--- config.mk ---
export PLATFORM = sky130hd
export DESIGN_NAME = mcpd_ctrl
export DESIGN_NICKNAME = d
export VERILOG_FILES = /design/src/mcpd_pkg.sv /design/src/mcpd_ctrl.sv
export SDC_FILE = /design/constraint.sdc
export NUM_CORES = 1
export LEC_CHECK = 0
export ABC_AREA = 1
export BUFFER_PORTS_ARGS = -buffer_cell sky130_fd_sc_hd__buf_2
export CAP_MARGIN = 20
export CORE_MARGIN = 5
export CORE_UTILIZATION = 55
export CTS_CLUSTER_DIAMETER = 120
export DETAILED_ROUTE_END_ITERATION = 7
export PLACE_DENSITY_LB_ADDON = 0.2
export SLEW_MARGIN = 30
export SYNTH_ARGS = -nofsm -noshare
export SYNTH_HDL_FRONTEND = slang
export SYNTH_SLANG_ARGS = --single-unit
--- constraint.sdc ---
create_clock -name clk -period 3.8 [get_ports clk]
set_input_delay 0.95 -clock clk [delete_from_list [all_inputs] [get_ports clk]]
set_output_delay 0.95 -clock clk [all_outputs]
set_load 0.005 [all_outputs]
--- src/mcpd_pkg.sv ---
// mcpd_pkg: shared constants, types and codes for the min cost plus distance table.
// Used by the interfaces, the controller, the datapath and the checker.
package mcpd_pkg;

	// table geometry (DEPTH is a whole number of blocks)
	localparam int DEPTH      = 1024;
	localparam int BLOCK_SIZE = 32;
	localparam int NUM_BLOCKS = DEPTH / BLOCK_SIZE;

	localparam int EW = $clog2(DEPTH);       // entry index
	localparam int OW = $clog2(BLOCK_SIZE);  // offset within a block
	localparam int BW = $clog2(NUM_BLOCKS);  // block index

	// word field widths
	localparam int POS_W   = 10;
	localparam int COST_W  = 30;
	localparam int TOTAL_W = 31;
	localparam int CNT_W   = 11;

	localparam logic [TOTAL_W-1:0] ABSENT      = '1;
	localparam logic [CNT_W-1:0]   CNT_RESET   = CNT_W'(DEPTH);

	// operation codes
	localparam logic OP_WRITE = 1'b0;
	localparam logic OP_QUERY = 1'b1;

	typedef enum logic [3:0] {
		ST_CLEAR,
		ST_IDLE,
		ST_WRITE,
		ST_RB_SCAN,
		ST_RB_DRAIN,
		ST_RB_STORE,
		ST_Q_BLK,
		ST_Q_SCAN,
		ST_Q_DRAIN,
		ST_Q_DONE
	} state_t;

	// what the datapath does with the read data in the cycle after the read
	typedef enum logic [2:0] {
		EV_NONE,
		EV_ENTRY,
		EV_LMIN,
		EV_RMIN,
		EV_REBUILD
	} eval_t;

	typedef struct packed {
		logic          load;      // capture input word, reset accumulators
		logic          clear;     // clearing pass write
		logic          cost_we;
		logic          min_we;
		logic          push;      // move result into output register
		eval_t         eval;
		logic [EW-1:0] entry;
		logic [BW-1:0] blk;
		logic [OW-1:0] ofs;
	} dp_cmd_t;

	typedef struct packed {
		logic out_busy;
	} dp_stat_t;

endpackage

--- src/mcpd_ctrl.sv ---
// mcpd_ctrl: sequencer for clearing pass, write/rebuild and query walk.
// Holds entry_count; drives the datapath through mcpd_pkg::dp_cmd_t.
module mcpd_ctrl (
	input  logic                         clk,
	input  logic                         arst_n,
	input  logic                         in_valid,
	output logic                         in_ready,
	input  logic                         in_operation,
	input  logic [mcpd_pkg::POS_W-1:0]   in_position,
	input  logic                         cfg_valid,
	output logic                         cfg_ready,
	input  logic [mcpd_pkg::CNT_W-1:0]   cfg_data,
	input  mcpd_pkg::dp_stat_t           stat,
	output mcpd_pkg::dp_cmd_t            cmd
);

	mcpd_pkg::state_t                state_q, state_d;
	logic [mcpd_pkg::EW-1:0]         cnt_q, cnt_d;
	logic [mcpd_pkg::BW-1:0]         blk_q, blk_d;
	logic [mcpd_pkg::OW-1:0]         ofs_q, ofs_d;
	logic [mcpd_pkg::BW-1:0]         pos_blk_q, pos_blk_d;
	logic [mcpd_pkg::CNT_W-1:0]      entry_count_q;

	logic [mcpd_pkg::CNT_W-1:0]      valid_n;
	logic [mcpd_pkg::CNT_W-1:0]      blk_start;
	logic [mcpd_pkg::CNT_W-1:0]      blk_end;
	logic [mcpd_pkg::CNT_W-1:0]      cur_j;
	logic                            last_blk;
	logic                            scan_last;

	assign cfg_ready = 1'b1;

	always_ff @(posedge clk or negedge arst_n) begin
		if (!arst_n) begin
			entry_count_q <= mcpd_pkg::CNT_RESET;
		end else if (cfg_valid) begin
			entry_count_q <= cfg_data;
		end
	end

	always_ff @(posedge clk or negedge arst_n) begin
		if (!arst_n) begin
			state_q   <= mcpd_pkg::ST_CLEAR;
			cnt_q     <= '0;
			blk_q     <= '0;
			ofs_q     <= '0;
			pos_blk_q <= '0;
		end else begin
			state_q   <= state_d;
			cnt_q     <= cnt_d;
			blk_q     <= blk_d;
			ofs_q     <= ofs_d;
			pos_blk_q <= pos_blk_d;
		end
	end

	// entries at or above valid_n are absent
	assign valid_n   = (entry_count_q > mcpd_pkg::CNT_RESET) ? mcpd_pkg::CNT_RESET
		: entry_count_q;
	assign blk_start = mcpd_pkg::CNT_W'({blk_q, {mcpd_pkg::OW{1'b0}}});
	assign blk_end   = blk_start + mcpd_pkg::CNT_W'(mcpd_pkg::BLOCK_SIZE - 1);
	assign cur_j     = mcpd_pkg::CNT_W'({blk_q, ofs_q});
	assign last_blk  = (blk_q == mcpd_pkg::BW'(mcpd_pkg::NUM_BLOCKS - 1));
	assign scan_last = (ofs_q == mcpd_pkg::OW'(mcpd_pkg::BLOCK_SIZE - 1))
		|| ((cur_j + mcpd_pkg::CNT_W'(1)) >= valid_n);

	always_comb begin
		state_d   = state_q;
		cnt_d     = cnt_q;
		blk_d     = blk_q;
		ofs_d     = ofs_q;
		pos_blk_d = pos_blk_q;
		in_ready  = 1'b0;
		cmd       = '0;
		cmd.eval  = mcpd_pkg::EV_NONE;

		unique case (state_q)
			mcpd_pkg::ST_CLEAR: begin
				cmd.clear   = 1'b1;
				cmd.cost_we = 1'b1;
				cmd.entry   = cnt_q;
				cmd.min_we  = (cnt_q < mcpd_pkg::EW'(mcpd_pkg::NUM_BLOCKS));
				cmd.blk     = cnt_q[mcpd_pkg::BW-1:0];
				cnt_d       = cnt_q + 1'b1;
				if (cnt_q == mcpd_pkg::EW'(mcpd_pkg::DEPTH - 1)) begin
					state_d = mcpd_pkg::ST_IDLE;
				end
			end
			mcpd_pkg::ST_IDLE: begin
				in_ready = 1'b1;
				if (in_valid) begin
					cmd.load  = 1'b1;
					pos_blk_d = in_position[mcpd_pkg::EW-1:mcpd_pkg::OW];
					blk_d     = '0;
					ofs_d     = '0;
					state_d   = (in_operation == mcpd_pkg::OP_WRITE) ? mcpd_pkg::ST_WRITE
						: mcpd_pkg::ST_Q_BLK;
				end
			end
			mcpd_pkg::ST_WRITE: begin
				cmd.cost_we = 1'b1;
				state_d     = mcpd_pkg::ST_RB_SCAN;
			end
			mcpd_pkg::ST_RB_SCAN: begin
				cmd.eval  = mcpd_pkg::EV_REBUILD;
				cmd.entry = {pos_blk_q, ofs_q};
				cmd.ofs   = ofs_q;
				ofs_d     = ofs_q + 1'b1;
				if (ofs_q == mcpd_pkg::OW'(mcpd_pkg::BLOCK_SIZE - 1)) begin
					state_d = mcpd_pkg::ST_RB_DRAIN;
				end
			end
			mcpd_pkg::ST_RB_DRAIN: begin
				state_d = mcpd_pkg::ST_RB_STORE;
			end
			mcpd_pkg::ST_RB_STORE: begin
				cmd.min_we = 1'b1;
				cmd.blk    = pos_blk_q;
				state_d    = mcpd_pkg::ST_IDLE;
			end
			mcpd_pkg::ST_Q_BLK: begin
				cmd.blk = blk_q;
				if (blk_start >= valid_n) begin
					state_d = mcpd_pkg::ST_Q_DRAIN;
				end else if (blk_q == pos_blk_q || blk_end >= valid_n) begin
					// own block or block cut by entry_count: scan entries
					state_d = mcpd_pkg::ST_Q_SCAN;
				end else begin
					cmd.eval = (blk_q < pos_blk_q) ? mcpd_pkg::EV_RMIN : mcpd_pkg::EV_LMIN;
					blk_d    = blk_q + 1'b1;
					if (last_blk) begin
						state_d = mcpd_pkg::ST_Q_DRAIN;
					end
				end
			end
			mcpd_pkg::ST_Q_SCAN: begin
				cmd.entry = {blk_q, ofs_q};
				if (cur_j < valid_n) begin
					cmd.eval = mcpd_pkg::EV_ENTRY;
				end
				if (scan_last) begin
					ofs_d   = '0;
					blk_d   = blk_q + 1'b1;
					state_d = last_blk ? mcpd_pkg::ST_Q_DRAIN : mcpd_pkg::ST_Q_BLK;
				end else begin
					ofs_d = ofs_q + 1'b1;
				end
			end
			mcpd_pkg::ST_Q_DRAIN: begin
				state_d = mcpd_pkg::ST_Q_DONE;
			end
			mcpd_pkg::ST_Q_DONE: begin
				if (!stat.out_busy) begin
					cmd.push = 1'b1;
					state_d  = mcpd_pkg::ST_IDLE;
				end
			end
			default: begin
				state_d = mcpd_pkg::ST_IDLE;
			end
		endcase
	end

endmodule

# == Word-level counts from Yosys, hierarchy flattened ==
# Index checks and enable logic that the tools add are counted.
# totals
output_inout_bits,30
regBits,40
word_cells,84
# classes
add_sub_neg,5
n_eq_ne,21
order_cmp,7
reduce_logical,10
n_mux,35
# ops
operator,n
5-bit case mux with 3 select lines,3
4-bit 2-to-1 mux,9
4-bit case mux with 9 select lines,1
5-bit 2-to-1 mux,6
10-bit case mux with 3 select lines,1
11-bit greater-or-equal comparator,2
4-bit by 3-bit equality test with 1-bit output (second input constant),4
2-bit inequality test (second input constant),7
10-bit by 1-bit adder with 11-bit output (second input constant),1
10-bit by 5-bit adder with 11-bit output (second input constant),1
10-bit by 11-bit greater-or-equal comparator with 1-bit output,1
11-bit greater-than comparator (second input constant),1
10-bit by 11-bit < comparator with 1-bit output,1
11-bit 2-to-1 mux,1
10-bit by 1-bit adder with 10-bit output (second input constant),1
5-bit by 1-bit adder with 5-bit output (second input constant),2
10-bit equality test (second input constant),1
5-bit equality test (second input constant),2
10-bit by 6-bit < comparator with 1-bit output (second input constant),1
1-bit 2-to-1 mux,9
3-bit case mux with 3 select lines,1
4-bit by 2-bit equality test with 1-bit output (second input constant),2
4-bit equality test (second input constant),2
6-bit AND reduction,1
13 further kinds,17

# == Logic depth before layout (Yosys ltp) ==
# depth
depth_word,7
mapped_depth,20

# == Worst setup path before layout ==
# OpenSTA, ideal clock, no wires.
# synth_path
kind,register to output
startpoint,reg entry_count_q[3] (netlist bit)
endpoint,out cmd[20] (netlist bit)
path_slack_ps,737
stages_incl_launch_ff,15
required_ps,2850
arrival_ps,2113
cell_sequence,dfrtp_1 nor2_1 nand3_1 o21bai_4 nand2_1 ha_1 nand2_1 nand2_1 a22oi_1 nand2_1 nor2_1 nand3_2 inv_1 nand2_1 o21ai_0
# synth_rtl
item,line,source
from (decl),mcpd_ctrl.sv:22,logic [mcpd_pkg::CNT_W-1:0] entry_count_q;
from (signal assigned),mcpd_ctrl.sv:35,entry_count_q <= mcpd_pkg::CNT_RESET;
from (signal assigned),mcpd_ctrl.sv:37,entry_count_q <= cfg_data;
to (decl),mcpd_ctrl.sv:14,output mcpd_pkg::dp_cmd_t cmd

==> results_dict.tcl <==
set metrics [dict create \
    status "complete, no violations" \
    grt_pass1_wl_mm 13.5 \
    worst_path_max_delay_cell "dfstp_2" \
    power_frac_seq_pct 31.5 \
    postSynthCellCount 420 \
    min_from "cnt_q[7]" \
    switching_share_pct 47.1 \
    gp_congestion 0.920 \
    core_area_um2 5540 \
    synth-seq-area-share_pct 31.8 \
    netlist.area_leader.share_pct 31.0 \
    synth_area_leaders "dfrtp_1 31%, ha_1 13%, nand2_1 12%" \
    drt_iter0_drc 204 \
    synthArstFlopShare_pct 100 \
    rows 27 \
    power.total_mw 2.03 \
    hp-class "flop to flop" \
    hold_violations 0 \
    ff2ff_setup_slack_ns 0.72 \
    grt_max_degree 41 \
    diodes 0 \
    p_per_area_nw_per_um2 555 \
    cts_buffers 5 \
    use_met3_pct 3.46 \
    setup_viol 0 \
    drtAntennaViolNets 0 \
    synth_edf_count 0 \
    cts.htree.levels 2 \
    cts.sinks 40 \
    r2r-start "ofs_q[0]" \
    clock_path_buffers 2 \
    nets 541 \
    synth_seq_cells 40 \
    via_count 2983 \
    crit_path_max_incr_delay_ns 0.55 \
    worst_pin_slew_ns 0.533 \
    p_leak_nw 1.91 \
    fin_util_pct 66.1 \
    die_w_um 85.7 \
    fillers 505 \
    grt_pass1_vias 2908 \
    min_path_cells 1 \
    root_buffer "clkbuf_8" \
    die_h_um 85.7 \
    synth_top_area_cell "dfrtp_1" \
    initial_utilization_pct 56.9 \
    crit_path_cell_trace "inv_1 -> o21bai_4 -> inv_1 -> nor2_2 -> ha_1 -> nand2_1 -> nand3b_1 -> nor2_1 -> nand3_1 -> nand2_1 -> inv_1 -> nand2_1 -> o21ai_1 -> buf_2" \
    reg2reg_to "blk_q[1]" \
    fmaxAchievable_ghz 0.277 \
    arrival_ns 2.66 \
    cp_data_required_time_ns 2.85 \
    remaining_drc_errors 0 \
    gr-usage-met2_pct 38.4 \
    clockPowerShare_pct 14.5 \
    rsz0062_at_grt "false" \
    crit_family "simple AND/OR/NAND/NOR gates" \
    holdPathEnd "cnt_q[7]" \
    setup.worst_path.class "flop to output pin" \
    detailed_place_hpwl_mm 6.30 \
    ir_drop_uv 382 \
    ctsHoldBuffers 0 \
    drv_slew 0 \
    ys_warn_count 0 \
    syn_avg_cell_area_um2 7.50 \
    worstSetupStartpointType "flop" \
    top_usage_layer "met2" \
    worstRegToRegCells 16 \
    met1_usage_pct 30.7 \
    regArea_um2 1000 \
    area_delta_synth_final_pct 16.2 \
    cp.buffers_inverters 4 \
    grt_overflow 0 \
    synth_ff_type "dfrtp_1" \
    p_int_mw 1.08 \
    max_cap_viol_count 0 \
    ios 57 \
    io_buffers 50 \
    comb_power_share_pct 54.0 \
    multi_input_area_um2 1920 \
    drive_above_1_share_pct 22.4 \
    period_share_pct 94.9 \
    cts_tree "yes" \
    cp-end-kind "output pin" \
    synth_cell_types 44 \
    fin_skew_ns 0.00813 \
    drt-wirelength-per-cell_um 14.4 \
    fin_crit_ns 3.61 \
    syn_nets 479 \
    post_synth_instance_area_um2 3150 \
    fin_setup_tns_ns 0 \
    drtPass1Iterations 4 \
    antenna_found_initial 0 \
    totalWireLength_mm 7.98 \
    p_switching_mw 0.956 \
    slew_headroom_pct 64.4 \
    clk_latency_ns 0.30 \
    dieArea_um2 7340 \
    worstPathMaxFanout 6 \
    grt_usage_pct 22.8 \
    clk_pin_slew_ns 0.09 \
    detail_route.vias_per_cell 5.37 \
]
-- per-stage QoR --
stage,std cells,hold WS [ns],setup slack [ns],area (um2)
CTS,548,0.505,0.0175,3580
detailed placement,539,0.489,0.197,3480
global route,555,0.524,0.0170,3660
floorplan,420,0.463,0.737,3150
global placement,539,0.483,0.270,3480
finish,555,0.506,0.193,3660
-- synthesized netlist by cell type, types with 2 or more instances --
| library cell | number |
|---|---|
| inv_1 | 59 |
| a21o_1 | 2 |
| nand3_2 | 2 |
| o21ai_1 | 2 |
| nor2_1 | 43 |
| o221ai_1 | 9 |
| o21ai_0 | 17 |
| a21oi_1 | 10 |
| nor2_2 | 8 |
| xor2_1 | 15 |
| ha_1 | 32 |
| mux2_2 | 8 |
| nand2_1 | 97 |
| nand3_1 | 17 |
| a211oi_1 | 2 |
| nand2_2 | 7 |
| o22ai_1 | 4 |
| inv_2 | 4 |
| nor4_1 | 2 |
| nor3_1 | 9 |
| nand4_1 | 9 |
| nand3b_1 | 2 |
| dfrtp_1 | 39 |
-- layer usage --
| metal | up-vias | wire length, um | share of wire, % |
|---|---|---|---|
| met3 | 10 | 393 | 4.9 |
| met2 | 77 | 3840 | 48 |
| met1 | 1387 | 3650 | 46 |
| li1 | 1509 | - | - |
| met5 | - | 0 | 0 |
| met4 | 0 | 99 | 1.2 |
-- cell usage in the layout (no fill, tap or decap), drive strengths merged, types with 9 or more instances in the layout --
| master | Yosys | final |
|---|---|---|
| nand2 | 104 | 104 |
| inv | 63 | 63 |
| buf | 3 | 59 |
| nor2 | 52 | 52 |
| dfrtp | 39 | 39 |
| ha | 32 | 32 |
| nand3 | 19 | 19 |
| o21ai | 19 | 19 |
| xor2 | 15 | 15 |
| a21oi | 10 | 10 |
| nor3 | 10 | 10 |
| o221ai | 9 | 9 |
| nand4 | 9 | 9 |
-- power groups by stage --
stage          Clock (mW)  Combinational, mW  Sequential, mW
2_1_floorplan           0              0.764           0.618
6_report            0.295               1.10           0.640
4_1_cts             0.307               1.07           0.640
3_3_place_gp            0               1.03           0.642
5_1_grt             0.327               1.25           0.658
3_5_place_dp            0               1.07           0.648
-- cell type report --
cell class	count	area share, %
Multi-Input combinational cell	312	52.3
Sequential cell	40	27.4
Timing Repair Buffer	59	8.75
Inverter	64	6.56
Tap cell	72	2.46
Clock buffer	5	1.88
Clock inverter	3	0.649
-- how the worst max path moves through the flow --
stage,end,startpoint,cells past startpoint
floorplan,cmd[20],entry_count_q[3],14
global placement,cmd[20],entry_count_q[3],15
detailed placement,cmd[20],entry_count_q[4],15
CTS,cmd[20],entry_count_q[4],15
global route,cmd[20],entry_count_q[3],15
finish,cmd[20],entry_count_q[10],14
-- state kept, by name, summed over array words and instances, names as in the netlist --
name / count
entry_count_q: 11
blk_q: 5
state_q: 4
pos_blk_q: 5
cnt_q: 10
ofs_q: 5
-- cell families after synthesis --
family,Yosys count,share of synthesized area [%]
muxes,8,2.86
buffers and inverters,68,8.26
xor gates and xnor gates,16,4.45
and+or+nand+nor,200,28.1
other,1,0.119
adders and majority gates,32,12.7
AOI/OAI and AO/OA,55,11.7
DFF,40,31.8
-- timing repair --
item                       4_1_cts  5_1_grt
setup endpoints to repair        1        2
resized for setup                1        6
pin swaps                        1        3
buffers inserted                 1        7
hold endpoints to repair         0        0
(Power assumes the default switching activity.)
